File: config.mk
export PLATFORM = sky130hd
export DESIGN_NAME = modular_exponentiation_trace_core
export DESIGN_NICKNAME = d
export VERILOG_FILES = /design/src/design/mexp_pkg.sv /design/src/design/modular_exponentiation_trace_core.sv /design/src/design/mexp_modred.sv /design/src/design/mexp_datapath.sv /design/src/design/mexp_ctrl.sv
export SDC_FILE = /design/constraint.sdc
export NUM_CORES = 1
export LEC_CHECK = 0
export BUFFER_PORTS_ARGS = -buffer_cell sky130_fd_sc_hd__buf_2
export CAP_MARGIN = 15
export CORE_MARGIN = 2
export CORE_UTILIZATION = 50
export CTS_BUF_LIST = sky130_fd_sc_hd__clkbuf_2
export CTS_CLUSTER_DIAMETER = 60
export DETAILED_ROUTE_END_ITERATION = 10
export GPL_ROUTABILITY_DRIVEN = 0
export HOLD_SLACK_MARGIN = 0.15
export PLACE_DENSITY = 0.67
export SETUP_SLACK_MARGIN = 0.15
export SLEW_MARGIN = 15
export SYNTH_ARGS = -nofsm -noshare
export SYNTH_HDL_FRONTEND = slang
export SYNTH_SLANG_ARGS = --single-unit
File: constraint.sdc
create_clock -name i_clk -period 8.64 [get_ports i_clk]
set_input_delay 0.432 -clock i_clk [delete_from_list [all_inputs] [get_ports i_clk]]
set_output_delay 0.432 -clock i_clk [all_outputs]
set_load 0.02 [all_outputs]
File: src/design/mexp_pkg.sv
`timescale 1ns / 1ps
`default_nettype none
package mexp_pkg;
    localparam int ExpBitsDefault = 16;
    localparam int FieldBits = 16;
    localparam int ProdBits = 32;

    typedef enum logic [2:0] {
        ST_IDLE,
        ST_SQUARE,
        ST_SQ_WAIT,
        ST_MULT,
        ST_MU_WAIT,
        ST_EMIT
    } t_state;

    // Commands from the controller to the datapath.
    typedef struct packed {
        logic load;
        logic start_sq;
        logic start_mu;
        logic emit;
        logic advance;
    } t_cmd;

    // Status from the datapath to the controller.
    typedef struct packed {
        logic red_done;
        logic cur_bit;
        logic is_last;
        logic empty;
    } t_status;
endpackage
`default_nettype wire

File: src/design/modular_exponentiation_trace_core.sv
`timescale 1ns / 1ps
`default_nettype none
// Left-to-right binary modular exponentiation with one result per exponent bit.
// Input channel s_axis: tdata carries base, exponent, exp_length and modulus.
// Output channel m_axis: tdata carries bit_position, exp_bit, prefix_value and
// partial_power; tlast marks the result for bit position zero.
// One item yields min(exp_length, EXP_BITS, 16) results; a zero length yields none.
// Each bit takes a modular square and, for a one bit, a modular multiply. Each
// of these runs on one shared restoring reducer: the product is registered, the
// reducer is started, it reduces the 32-bit product and the remainder is taken
// into the accumulator. The result for the bit is then written to the output
// register. One item is worked on at a time; s_axis_tready is high only
// between items. A result waits in the output register while the next bit is
// computed; if the receiver stalls, the core holds before writing the following
// result. Synchronous active-low reset empties the core and the output register.
module modular_exponentiation_trace_core #(
    parameter int EXP_BITS = mexp_pkg::ExpBitsDefault
) (
    input  wire logic        i_clk,
    input  wire logic        i_rst_n,
    input  wire logic        s_axis_tvalid,
    output logic             s_axis_tready,
    // base[15:0], exponent[31:16], exp_length[36:32], modulus[52:37], zeros
    input  wire logic [55:0] s_axis_tdata,
    output logic             m_axis_tvalid,
    input  wire logic        m_axis_tready,
    // bit_position[3:0], exp_bit[4], prefix_value[20:5], partial_power[36:21], zeros
    output logic [39:0]      m_axis_tdata,
    output logic             m_axis_tlast
);
    import mexp_pkg::*;

    t_cmd        w_cmd;
    t_status     w_status;
    logic [39:0] w_result;

    mexp_ctrl u_ctrl (
        .i_clk       (i_clk),
        .i_rst_n     (i_rst_n),
        .i_in_valid  (s_axis_tvalid),
        .o_in_ready  (s_axis_tready),
        .o_out_valid (m_axis_tvalid),
        .i_out_ready (m_axis_tready),
        .i_status    (w_status),
        .o_cmd       (w_cmd)
    );

    mexp_datapath #(.EXP_BITS(EXP_BITS)) u_dp (
        .i_clk        (i_clk),
        .i_rst_n      (i_rst_n),
        .i_cmd        (w_cmd),
        .i_base       (s_axis_tdata[15:0]),
        .i_exponent   (s_axis_tdata[31:16]),
        .i_exp_length (s_axis_tdata[36:32]),
        .i_modulus    (s_axis_tdata[52:37]),
        .o_status     (w_status),
        .o_result     (w_result)
    );

    assign m_axis_tdata = {3'b000, w_result[36:0]};
    assign m_axis_tlast = w_result[37];

    a_hold: assert property (@(posedge i_clk) disable iff (!i_rst_n)
        m_axis_tvalid && !m_axis_tready |=> $stable(m_axis_tdata))
        else $error("result changed while stalled");
    a_start: assert property (@(posedge i_clk) disable iff (!i_rst_n)
        w_cmd.load |-> s_axis_tready)
        else $error("load outside idle");
    a_onecmd: assert property (@(posedge i_clk) disable iff (!i_rst_n)
        $onehot0({w_cmd.load, w_cmd.start_sq, w_cmd.start_mu, w_cmd.emit}))
        else $error("conflicting commands");
endmodule
`default_nettype wire

File: src/design/mexp_modred.sv
`timescale 1ns / 1ps
`default_nettype none
// Restoring reduction of a 32-bit value by a 16-bit modulus, one quotient bit per cycle.
module mexp_modred (
    input  wire logic        i_clk,
    input  wire logic        i_rst_n,
    input  wire logic        i_start,
    input  wire logic [31:0] i_value,
    input  wire logic [15:0] i_modulus,
    output logic             o_done,
    output logic [15:0]      o_rem
);
    import mexp_pkg::*;

    logic [16:0] r_rem, n_rem;
    logic [31:0] r_val;
    logic [5:0]  r_cnt;
    logic        r_busy;
    logic        r_done;
    logic [16:0] w_shift;

    assign w_shift = {r_rem[15:0], r_val[31]};

    always_comb begin
        if (w_shift >= {1'b0, i_modulus}) begin
            n_rem = w_shift - {1'b0, i_modulus};
        end else begin
            n_rem = w_shift;
        end
    end

    always_ff @(posedge i_clk) begin
        if (!i_rst_n) begin
            r_busy <= 1'b0;
            r_done <= 1'b0;
            r_cnt  <= '0;
        end else begin
            r_done <= 1'b0;
            if (i_start) begin
                r_busy <= 1'b1;
                r_cnt  <= 6'(ProdBits);
            end else if (r_busy) begin
                r_cnt <= r_cnt - 6'd1;
                if (r_cnt == 6'd1) begin
                    r_busy <= 1'b0;
                    r_done <= 1'b1;
                end
            end
        end
    end

    always_ff @(posedge i_clk) begin
        if (i_start) begin
            r_val <= i_value;
            r_rem <= '0;
        end else if (r_busy) begin
            r_val <= {r_val[30:0], 1'b0};
            r_rem <= n_rem;
        end
    end

    assign o_done = r_done;
    assign o_rem  = (i_modulus == '0) ? '0 : r_rem[15:0];
endmodule
`default_nettype wire

File: src/design/mexp_datapath.sv
`timescale 1ns / 1ps
`default_nettype none
module mexp_datapath #(
    parameter int EXP_BITS = mexp_pkg::ExpBitsDefault
) (
    input  wire logic              i_clk,
    input  wire logic              i_rst_n,
    input  wire mexp_pkg::t_cmd    i_cmd,
    input  wire logic [15:0]       i_base,
    input  wire logic [15:0]       i_exponent,
    input  wire logic [4:0]        i_exp_length,
    input  wire logic [15:0]       i_modulus,
    output mexp_pkg::t_status      o_status,
    output logic [39:0]            o_result
);
    import mexp_pkg::*;

    localparam int CapBits = (EXP_BITS < FieldBits) ? EXP_BITS : FieldBits;

    logic [15:0] r_base, r_exp, r_mod, r_acc, r_prefix;
    logic [4:0]  r_pos;
    logic [4:0]  w_len;
    logic [31:0] r_prod;
    logic        r_red_start;
    logic        w_done;
    logic [15:0] w_rem;
    logic [39:0] r_result;

    assign w_len = (i_exp_length > 5'(CapBits)) ? 5'(CapBits) : i_exp_length;

    always_ff @(posedge i_clk) begin
        if (!i_rst_n) begin
            r_red_start <= 1'b0;
        end else begin
            r_red_start <= i_cmd.start_sq | i_cmd.start_mu;
        end
    end

    // The product is registered before reduction starts.
    always_ff @(posedge i_clk) begin
        if (i_cmd.load) begin
            r_base   <= i_base;
            r_exp    <= i_exponent;
            r_mod    <= i_modulus;
            r_acc    <= 16'd1;
            r_prefix <= '0;
            r_pos    <= w_len - 5'd1;
        end
        if (i_cmd.start_sq) begin
            r_prod <= r_acc * r_acc;
        end else if (i_cmd.start_mu) begin
            r_prod <= r_acc * r_base;
        end
        if (w_done) begin
            r_acc <= w_rem;
        end
        if (i_cmd.start_sq) begin
            r_prefix <= {r_prefix[14:0], o_status.cur_bit};
        end
        if (i_cmd.emit) begin
            r_result <= {2'b00, (r_pos == 5'd0), r_acc, r_prefix, o_status.cur_bit,
                         r_pos[3:0]};
        end
        if (i_cmd.advance) begin
            r_pos <= r_pos - 5'd1;
        end
    end

    mexp_modred u_red (
        .i_clk     (i_clk),
        .i_rst_n   (i_rst_n),
        .i_start   (r_red_start),
        .i_value   (r_prod),
        .i_modulus (r_mod),
        .o_done    (w_done),
        .o_rem     (w_rem)
    );

    assign o_status.red_done = w_done;
    assign o_status.cur_bit  = r_pos[4] ? 1'b0 : r_exp[r_pos[3:0]];
    assign o_status.is_last  = (r_pos == 5'd0);
    assign o_status.empty    = (w_len == 5'd0);
    assign o_result          = r_result;
endmodule
`default_nettype wire

File: src/design/mexp_ctrl.sv
`timescale 1ns / 1ps
`default_nettype none
module mexp_ctrl (
    input  wire logic              i_clk,
    input  wire logic              i_rst_n,
    input  wire logic              i_in_valid,
    output logic                   o_in_ready,
    output logic                   o_out_valid,
    input  wire logic              i_out_ready,
    input  wire mexp_pkg::t_status i_status,
    output mexp_pkg::t_cmd         o_cmd
);
    import mexp_pkg::*;

    t_state r_state, n_state;
    logic   r_out_valid, n_out_valid;

    always_ff @(posedge i_clk) begin
        if (!i_rst_n) begin
            r_state     <= ST_IDLE;
            r_out_valid <= 1'b0;
        end else begin
            r_state     <= n_state;
            r_out_valid <= n_out_valid;
        end
    end

    always_comb begin
        n_state     = r_state;
        n_out_valid = r_out_valid;
        o_cmd       = '0;
        o_in_ready  = 1'b0;
        if (r_out_valid && i_out_ready) begin
            n_out_valid = 1'b0;
        end
        case (r_state)
            ST_IDLE: begin
                o_in_ready = 1'b1;
                if (i_in_valid && !i_status.empty) begin
                    o_cmd.load = 1'b1;
                    n_state    = ST_SQUARE;
                end
            end
            ST_SQUARE: begin
                o_cmd.start_sq = 1'b1;
                n_state        = ST_SQ_WAIT;
            end
            ST_SQ_WAIT: begin
                if (i_status.red_done) begin
                    n_state = i_status.cur_bit ? ST_MULT : ST_EMIT;
                end
            end
            ST_MULT: begin
                o_cmd.start_mu = 1'b1;
                n_state        = ST_MU_WAIT;
            end
            ST_MU_WAIT: begin
                if (i_status.red_done) begin
                    n_state = ST_EMIT;
                end
            end
            ST_EMIT: begin
                // The output register takes a result once the previous one is gone.
                if (!r_out_valid || i_out_ready) begin
                    o_cmd.emit    = 1'b1;
                    o_cmd.advance = 1'b1;
                    n_out_valid   = 1'b1;
                    n_state       = i_status.is_last ? ST_IDLE : ST_SQUARE;
                end
            end
            default: n_state = ST_IDLE;
        endcase
    end

    assign o_out_valid = r_out_valid;
endmodule
`default_nettype wire
; ---- Word-level counts from Yosys, hierarchy flattened
; Index checks and enable logic that the tools add are counted.
[word_totals]
register_bits = 216
wordCells = 95
[op_classes]
add_sub_neg = 4
n_mul = 2
order_cmp = 3
eq_ne = 10
mux = 39
bitwise_logic = 3
reduce_logical = 17
[op_table]
columns = op, count
row1 = 2-to-1 mux 32 bit, 4
row2 = 2-to-1 mux 16 bit, 6
row3 = multiplier 16 x 16 -> 32 bit, 2
row4 = case mux 3 bit (6 select lines), 1
row5 = >= comparator 17 x 16 -> 1 bit, 1
row6 = zero test 16 bit, 1
row7 = subtractor 16 bit, 1
row8 = 2-to-1 mux 1 bit, 15
row9 = 2-to-1 mux 3 bit, 5
row10 = 2-to-1 mux 5 bit, 3
row11 = 2-to-1 mux 6 bit, 2
row12 = zero test 5 bit, 2
row13 = nonzero test 2 bit, 5
row14 = "subtractor 5 x 1 -> 5 bit, second input constant", 2
row15 = "!= test 2 x 1 -> 1 bit, second input constant", 4
row16 = "equality test 3 x 2 -> 1 bit, second input constant", 2
row17 = "equality test 3 bit, second input constant", 2
row18 = "equality test 6 x 1 -> 1 bit, second input constant", 1
row19 = "subtractor 6 x 1 -> 6 bit, second input constant", 1
row20 = "> comparator 5 bit, second input constant", 1
row21 = "< comparator 4 x 5 -> 1 bit, second input constant", 1
row22 = binary-select mux 1 bit (select 4 bit), 1
row23 = 2-to-1 mux 2 bit, 2
row24 = AND reduction 4 bit, 1
row25 = 9 further kinds, 12

; ---- Logic depth before layout (Yosys ltp)
[depth]
ltp_word = 9
mapped_depth = 25

; ---- Hierarchy
; Synthesis repeated with hierarchy kept, for this count alone.
[hier_totals]
cells_unflattened = 2494
area_unflattened_um2 = 25111.6
[by_module_without_submodules]
columns = mod, instances, cells_each, area_each_um2, seq_area_each_um2
row1 = mexp_datapath, 1, 2111, 21348.0, 4674.5
row2 = mexp_modred, 1, 350, 3489.6, 1441.4
row3 = mexp_ctrl, 1, 29, 247.7, 80.1
row4 = modular_exponentiation_trace_core, 1, 4, 26.3, 0.0

; ---- Worst setup path before layout
; Ideal clock, no wire load.
[synth_path]
kind = register to register
from = register u_dp.r_acc[1]
to = register u_dp.r_prod[31], data pin
setup_ns = 0.261
arrival_ns = 6.040
required_time_ns = 8.379
path_slack_ns = 2.340
stages_incl_launch_ff = 26
path_buffers = 2
cell_sequence = edfxtp_1 > clkbuf_1 > clkbuf_1 > and2_1 > fa_1 > inv_1 > fa_1 > inv_1 > fa_1 > inv_1 > fa_1 > inv_1 > fa_1 > inv_1 > fa_1 > inv_1 > ha_1 > and2_1 > and3_2 > a41oi_2 > nand4b_1 > a2111oi_2 > o41a_2 > o21ai_1 > xnor2_1 > mux2i_1
[synth_via]
elab_chain_len = 3
[synth_rtl]
columns = element, line
row1 = start: declaration, mexp_datapath.sv:20  ; logic [15:0] r_base, r_exp, r_mod, r_acc, r_prefix;
row2 = start signal: assignment, mexp_datapath.sv:55  ; r_acc <= w_rem;
row3 = multiplier 16 x 16 -> 32 bit, mexp_datapath.sv:52  ; r_prod <= r_acc * r_base;
row4 = 2-to-1 mux 32 bit, mexp_datapath.sv:51  ; end else if (i_cmd.start_mu) begin
row5 = 2-to-1 mux 32 bit (*), mexp_datapath.sv:49  ; if (i_cmd.start_sq) begin
row6 = end signal: assignment, mexp_datapath.sv:50  ; r_prod <= r_acc * r_acc;
row7 = end signal: assignment, mexp_datapath.sv:52
row8 = end: declaration, mexp_datapath.sv:23  ; logic [31:0] r_prod;
; Every way passes the cells marked *; elsewhere a longest branch is shown, timed or not. The select of a mux whose other input is x is not followed.
; A chain may end at the register's enable or synchronous reset.

; ---- Worst setup path in the final report
[layout_path]
from = register u_dp.r_acc[9]
to = register u_dp.r_prod[31], data pin
; Same word-level chain as after synthesis.

==> flow_summary.yaml <==
floorplanning:
  ios: 103
  die_y_um: 226
  rows: 81
  initial_core_util: 0.505
  die_width_um: 226
  core_um2: 48800
  dieArea_um2: 51200
timing:
  hold_viol_final: 0
  fin_skew_ns: 0.0886
  fin_ws_ns: 1.19
  grt_setup_unrepaired: "no"
  worstMarginPinSlew_ns: 1.22
  fin_setup_tns_ns: 0
  setup_violations: 0
  report.final.slew_viol_count: 0
  relSlewSlack: 0.184
  max_freq_ghz: 0.134
  period_share: 0.863
  finalCriticalPeriod_ns: 7.45
synth:
  ys_seq_area_frac: 0.251
  synthDistinctLibCells: 71
  synth_warnings: 0
  synthFlopType: "edfxtp_1"
  synth_compound_area_frac: 0.0674
  synth_edf_count: 187
  synth_top_family_by_area: "adder cells"
  syn-cell-area_um2: 24700
  syn_inst: 2455
  synth_mux_area_frac: 0.0258
  postSynthAreaPerCell_um2: 10.1
  synth-simple-area-share: 0.130
  synth_xor_area_frac: 0.0298
  ys_async_sr_fraction: 0
  synth-seq-cells: 216
  synth_fa_ha_area_frac: 0.402
routing:
  firstDrtPassIters: 5
  wl_per_cell_um: 16.9
  drc: 0
  drtAntennaViolNets: 0
  routed_via_density: 5.26
  dr_total_vias: 17700
  drt_iter0_markers: 1084
  wl_mm: 56.8
grt:
  grt_usage: 0.235
  grt_pass1_wl_mm: 94.6
  antenna_found_initial: 3
  grt_start_max_net_pins: 58
  grt_pass1_vias: 19154
  overflow: 0
setup_path:
  required_ns: 9.39
  cp-start-kind: "register"
  crit_fanout: 13
  worstSetupEndpointType: "register"
  critPathCapture: "u_dp.r_prod[31]"
  r2r-end: "u_dp.r_prod[31]"
  r2r_start: "u_dp.r_acc[9]"
  crit_arrival_ns: 8.20
  path_class: "register to register"
  r2r_setup_slack_ns: 1.19
  reg2reg_depth: 19
  cp-startpoint: "u_dp.r_acc[9]"
cts:
  path_clk_slew_ns: 0.11
  ctsLongestPathBuffers: 3
  cts_resized: 0
  cts_buffers: 57
  cts_tree: "done"
  tritoncts_num_sinks: 216
  cts-root-buf: "clkbuf_2"
  h-tree-depth: 2
  clkLatencyLatePin_ns: 1.02
layout:
  drive_gt1_frac: 0.103
  final_cell_count_no_fill: 3364
  area_growth_pct: 11.7
  final_util: 0.564
  final_nets: 3286
place:
  hpwl_mm: 42.0
  numPortBuffers: 96
  post-place-ws_ns: 1.38
  place_inst: 3144
worst_hold_path:
  min_path_type: "primary input to register"
  min_path_cells: 3
outcome:
  status: "complete, no violations"
run:
  max_cap_violations: 0
cells by family after synthesis:
family,Yosys count
flip-flops,216
multiplexers,53
adder cells (fa/ha/maj),579
buffers and inverters,610
other,1
AO/OA/AOI/OAI,257
AND/OR/NAND/NOR,655
XOR/XNOR,84
routing by layer:
layer  routed length, um  global-route usage  vias up
li1                    -                   -     8188
met1               24000               0.306     8908
met2               28000               0.400      471
met3                2880              0.0350      131
met4                1910              0.0834        2
met5                   8                   0        -
layout by cell type, fill, tap and decap left out, types with 8 or more instances in the layout:
cell and n:
a21o_1 31, mux2_2 33, clkinv_2 13, and3_1 36, o21a_1 13, clkbuf_2 70, o21bai_1 8, nor3_1 17
xnor2_1 53, xor2_1 31, nand4_1 8, nor2b_1 10, nand2b_1 11, a211oi_1 18, dlygate4sd3_1 108, nor2_1 71
buf_2 96, fa_1 357, inv_1 503, a21oi_1 90, o21ai_0 38, and2_1 171, clkinv_1 19, dfxtp_1 28
mux2i_1 14, edfxtp_1 187, ha_1 222, nand2_1 278, buf_4 31, nand3_1 16
through the flow:
stage | hold WS [ns] | instance area [um^2]
final | 0.305 | 27600
after global routing | 0.173 | 27600
after CTS | 0.171 | 27500
after detailed placement | 0.411 | 25900
after global placement | 0.421 | 25900
after floorplan | 0.400 | 24700
cells in the mapped netlist (4+ instances only):
library cell / n / area share
inv_1: 504 / 0.077
fa_1: 357 / 0.29
nand2_1: 278 / 0.042
ha_1: 222 / 0.11
edfxtp_1: 187 / 0.23
and2_1: 171 / 0.043
clkbuf_1: 98 / 0.015
a21oi_1: 90 / 0.018
nor2_1: 72 / 0.011
xnor2_1: 53 / 0.019
o21ai_0: 38 / 0.0077
and3_1: 36 / 0.0091
mux2_2: 33 / 0.015
a21o_1: 31 / 0.0094
xor2_1: 31 / 0.011
dfxtp_1: 29 / 0.024
a211oi_1: 18 / 0.0055
nor3_1: 17 / 0.0034
nand3_1: 16 / 0.0032
mux2i_1: 14 / 0.0057
o21a_1: 13 / 0.0040
nand2b_1: 11 / 0.0028
nor2b_1: 11 / 0.0028
nand4_1: 8 / 0.0020
o21bai_1: 8 / 0.0024
a31oi_1: 7 / 0.0018
nor3b_1: 7 / 0.0021
o211ai_1: 7 / 0.0021
a211o_1: 6 / 0.0021
or2_2: 6 / 0.0015
a21boi_0: 5 / 0.0015
mux4_2: 5 / 0.0046
nor4_1: 5 / 0.0013
or3_1: 5 / 0.0013
or4_1: 4 / 0.0012
how the worst min path moves through the flow:
stage	startpoint	endpoint	slack [ns]
after floorplan	u_dp.r_prefix[15]	u_dp.o_result[20]	0.40
after global placement	u_dp.r_prefix[15]	u_dp.o_result[20]	0.42
after detailed placement	u_dp.r_prefix[15]	u_dp.o_result[20]	0.41
after CTS	i_rst_n	u_dp.u_red.r_cnt[5]	0.17
after global routing	i_rst_n	u_dp.u_red.r_cnt[5]	0.17
final	i_rst_n	u_dp.u_red.r_cnt[5]	0.30
timing repair:
action                                 4_1_cts  5_1_grt
endpoints found under the hold margin       77        0
setup buffers                                0        0
hold buffers                               108        0
registers in the layout, summed over array words and instances, names as in the netlist, 5 cells and up:
register          count
u_dp.o_result        38
u_dp.r_prod          32
u_dp.u_red.r_val     32
u_dp.r_acc           16
u_dp.r_base          16
u_dp.r_exp           16
u_dp.r_mod           16
u_dp.r_prefix        16
u_dp.u_red.r_rem     16
u_dp.u_red.r_cnt      6
u_dp.r_pos            5
critical path, cell delays in order (launching register included):
cell and delay (ns):
edfxtp_1 0.97, buf_4 0.37, nand2_1 0.11, fa_1 0.56, inv_1 0.06, fa_1 0.50
fa_1 0.56, fa_1 0.42, fa_1 0.49, inv_1 0.05, fa_1 0.50, inv_1 0.05
ha_1 0.38, nand4_1 0.15, o31ai_1 0.80, a211oi_1 0.27, o21bai_1 0.36, a21oi_1 0.14
xnor2_1 0.31, mux2i_1 0.12
final cells by class:
| type | instances | area (um^2) |
|---|---|---|
| clock inverter | 38 | 264 |
| clock buffer | 70 | 350 |
| multi-input combinational | 1631 | 16200 |
| tap | 664 | 831 |
| fill | 4268 | 21300 |
| inverter | 505 | 1900 |
| antenna | 4 | 10.0 |
| timing repair buffer | 236 | 1810 |
| sequential | 216 | 6200 |
Power is left out: the tool's default activity adds up to more than one toggle a clock period on the data nets, which glitch-free logic cannot reach.
